## config.mk

```make
export PLATFORM = sky130hd
export DESIGN_NAME = vct_row_unit
export DESIGN_NICKNAME = d
export VERILOG_FILES = /design/src/hdl/vector_clock_tracker_defines.svh /design/src/hdl/vct_pkg.sv /design/src/hdl/vct_row_unit.sv
export SDC_FILE = /design/constraint.sdc
export NUM_CORES = 2
export LEC_CHECK = 0
export BUFFER_PORTS_ARGS = -buffer_cell sky130_fd_sc_hd__buf_2
export CORE_AREA = 4 4 300 302
export DETAILED_ROUTE_END_ITERATION = 6
export DIE_AREA = 0 0 304 306
export SYNTH_ARGS = -nofsm -noshare
export SYNTH_HDL_FRONTEND = slang
export SYNTH_SLANG_ARGS = --single-unit
```

## constraint.sdc

```tcl
create_clock -name vclk -period 12.9
set_input_delay 1.29 -clock vclk [all_inputs]
set_output_delay 1.29 -clock vclk [all_outputs]
set_load 0.005 [all_outputs]
```

## src/hdl/vector_clock_tracker_defines.svh

```systemverilog
// Assertion macros shared by the vector clock tracker RTL.
`ifndef VECTOR_CLOCK_TRACKER_DEFINES_SVH
`define VECTOR_CLOCK_TRACKER_DEFINES_SVH

// check a consequence in the same cycle
`define VCT_ASSERT_NOW(label, ante, cons, msg) \
    label: assert property (@(posedge clk) disable iff (!rst_n) (ante) |-> (cons)) \
        else $error(msg);

// check a consequence in the following cycle
`define VCT_ASSERT_NEXT(label, ante, cons, msg) \
    label: assert property (@(posedge clk) disable iff (!rst_n) (ante) |=> (cons)) \
        else $error(msg);

`endif

```

## src/hdl/vct_pkg.sv

```systemverilog
// Shared types, operation codes and default sizes for the vector clock tracker.
package vct_pkg;

    localparam int DEF_THREADS    = 8;
    localparam int DEF_COND_SLOTS = 16;
    localparam int DEF_CLOCK_BITS = 32;

    typedef enum logic [2:0] {
        OP_JOIN   = 3'd0,
        OP_SIGNAL = 3'd1,
        OP_WAIT   = 3'd2,
        OP_CREATE = 3'd3,
        OP_READ   = 3'd4
    } op_t;

    typedef struct packed {
        logic [2:0] operation;
        logic [2:0] actor_thread;
        logic [2:0] other_thread;
        logic [3:0] cond_slot;
    } in_word_t;

    typedef struct packed {
        logic [2:0]  entry_thread;
        logic [31:0] clock_value;
        logic        last;
    } out_word_t;

    typedef struct packed {
        logic merge;
        logic bump;
        logic bump_twice;
    } row_ctl_t;

endpackage

```

## src/hdl/vct_row_unit.sv

```systemverilog
// Element-wise maximum and saturating increment of one entry over one clock row.
module vct_row_unit #(
    parameter int THREADS    = vct_pkg::DEF_THREADS,
    parameter int CLOCK_BITS = vct_pkg::DEF_CLOCK_BITS
) (
    input  vct_pkg::row_ctl_t             ctl,
    input  logic [$clog2(THREADS)-1:0]    bump_idx,
    input  logic [THREADS*CLOCK_BITS-1:0] row_a,
    input  logic [THREADS*CLOCK_BITS-1:0] row_b,
    output logic [THREADS*CLOCK_BITS-1:0] row_new
);

    localparam int TW = $clog2(THREADS);

    function automatic logic [CLOCK_BITS-1:0] sat_inc(input logic [CLOCK_BITS-1:0] v);
        return (&v) ? v : v + 1'b1;
    endfunction

    always_comb
    begin
        logic [CLOCK_BITS-1:0] lane_a;
        logic [CLOCK_BITS-1:0] lane_b;
        logic [CLOCK_BITS-1:0] lane_m;
        row_new = '0;
        for (int i = 0; i < THREADS; i++)
        begin
            lane_a = row_a[i*CLOCK_BITS +: CLOCK_BITS];
            lane_b = row_b[i*CLOCK_BITS +: CLOCK_BITS];
            lane_m = (ctl.merge && (lane_b > lane_a)) ? lane_b : lane_a;
            if (ctl.bump && (bump_idx == TW'(i)))
            begin
                lane_m = sat_inc(lane_m);
                if (ctl.bump_twice)
                begin
                    lane_m = sat_inc(lane_m);
                end
            end
            row_new[i*CLOCK_BITS +: CLOCK_BITS] = lane_m;
        end
    end

endmodule

```

==> metrics.yaml <==
floorplanning:
  io_pins: 774
  die_w_um: 304
  start_util_pct: 41.5
  core-area_mm2: 0.0877
  rows: 109
  die_h_um: 306
  die_area_mm2: 0.0930
routing:
  firstDrtPassIters: 7
  drt_iter0_markers: 5872
  ant_nets: 0
  drc: 0
  wl_mm: 194
  num_vias: 49774
  viasPerCell: 6.62
  wl_per_cell_um: 25.8
critical_path:
  setup.worst_path.start_class: "input port"
  worstPathRequired_ns: 11.61
  cp-end-kind: "primary output"
  crit_arrival_ns: 9.79
  path_class: "in -> out"
  cp_max_fo: 44
pwr:
  p_leak_uw: 0.0160
  ir_worst_vdd_mv: 0.0204
  p_per_area_mw_per_mm2: 32.6
clocking:
  post_cts_resized: 0
  cts_hold_buffers: 0
  postCtsSetupBuffers: 0
sta:
  whs_ns: 2.97
  setup_tns_ns: 0
  worstMarginPinSlew_ns: 1.33
  slew_violations: 0
  finalWorstSetupSlack_ns: 1.82
  max_slew_margin_pct: 10.3
  rsz0062_at_grt: "no"
  fin_crit_ns: 11.08
  hold_violations: 0
  timing.final.crit_share_pct: 85.9
  fmax_mhz: 90.2
  setup_viol: 0
global_routing:
  grt_pass1_wl_mm: 285
  grt_pass1_vias: 45570
  grt-ovfl-total: 0
  grtUsageTotal_pct: 38.4
  grt_max_degree: 81
  antenna_found_initial: 73
flow_run:
  cap_violations: 0
min_path:
  hold_path_class: "in -> out"
logic_synthesis:
  synth.top_cells.by_area: "ha_1 9.4%, xnor2_1 9.3%, a21oi_1 6.4%"
  synthCells: 5761
  yosysSeqAreaShare_pct: 0
  yosys-top-cells-count: "555 x nand2_1, 497 x nor2_1, 463 x a21oi_1, 384 x xnor2_1, 324 x nand3_1"
  synth_area_mm2: 0.0364
  synth_top_area_share_pct: 9.36
  synth_nets: 6551
  avgSynthCellArea_um2: 6.31
  yosysTopAreaCell: "ha_1"
  synth.distinct_cells: 115
  yosysWarnings: 0
  post-synth-top-count-cell: "nand2_1"
place:
  hpwl_mm: 159
  dp_cells: 7461
  post-place-ws_ns: 2.18
  port_buffers: 774
  gp_congestion: 1.05
finish:
  final_cells: 7517
  fin_util_pct: 47.0
  final_nets: 7088
  drive_above_1_share_pct: 16.2
  fillers: 9593
  area_delta_synth_final_pct: 13.4
  seq_area_um2: 0
  multi_input_area_mm2: 0.0340
  nClkBuffers: 0
  flops_and_latches: 0
status:
  run_status: "finished clean"
-- routing by layer --
layer | up-vias | global-route usage, % | wire (µm)
li1 | 22821 | - | -
met1 | 23341 | 48.4 | 77200
met2 | 2902 | 61.3 | 84700
met3 | 668 | 9.00 | 20100
met4 | 42 | 19.4 | 11800
met5 | - | 0 | 281
-- cell type report --
| cell class | count | share of cell area, % |
|---|---|---|
| diodes | 56 | 0.340 |
| multi-input cells | 5141 | 82.6 |
| inverters | 308 | 2.80 |
| repair buffers | 847 | 10.7 |
| well taps | 1165 | 3.54 |
-- cell usage in the layout, fill, tap and decap left out, types with 259 or more instances in the layout --
cell type,n
nor2_1,488
nand3_1,324
inv_1,307
nand2_1,551
a21oi_1,462
buf_2,773
xnor2_1,384
ha_1,272
nand4_1,259
o21ai_0,311
-- logic make-up after synthesis --
kind of cell,count (synthesis),share of synthesized area (%)
and+or+nand+nor,2594,37.6
AOI/OAI and AO/OA,1495,26.5
buffers and inverters,620,6.71
xor gates and xnor gates,516,12.4
adders and majority gates,272,9.36
muxes,264,7.40
-- power breakdown --
| part | leakage (µW) | switching (µW) | internal, µW | total (µW) |
|---|---|---|---|---|
| registers | 0 | 0 | 0 | 0 |
| clock network | 0.000000355 | 0 | 0.000525 | 0.000525 |
| logic | 0.0160 | 862 | 480 | 1340 |
-- critical path: stages --
cell and delay [ns]:
buf_2 0.17, inv_1 0.08, ha_1 0.30, nand4_1 0.16
nor4_1 0.83, o21a_1 0.30, o2111ai_1 0.26, nand2_4 0.49
nand2_1 0.09, o21ai_0 0.18, ha_1 0.46, nand4_1 0.38
or4_1 0.69, nor3b_1 0.58, and4bb_2 0.34, xnor2_1 0.15
or3_1 0.38, mux2i_1 0.37, nand4bb_1 0.27, nand4bb_4 0.45
o211ai_1 0.41, o31ai_1 0.12, a31oi_1 0.74, buf_2 0.26
-- final timing paths --
kind / start / end / cells past startpoint
setup / recovery: row_a[141] / row_new[147] / 24
hold / removal: row_a[84] / row_new[84] / 4
-- metrics by stage --
step | area [µm²] | total power (µW)
2_1_floorplan | 36400 | 774
3_3_place_gp | 41100 | 1300
3_5_place_dp | 41100 | 1300
4_1_cts | 41100 | 1310
5_1_grt | 41200 | 1450
6_report | 41200 | 1340
(Power assumes the default switching activity.)
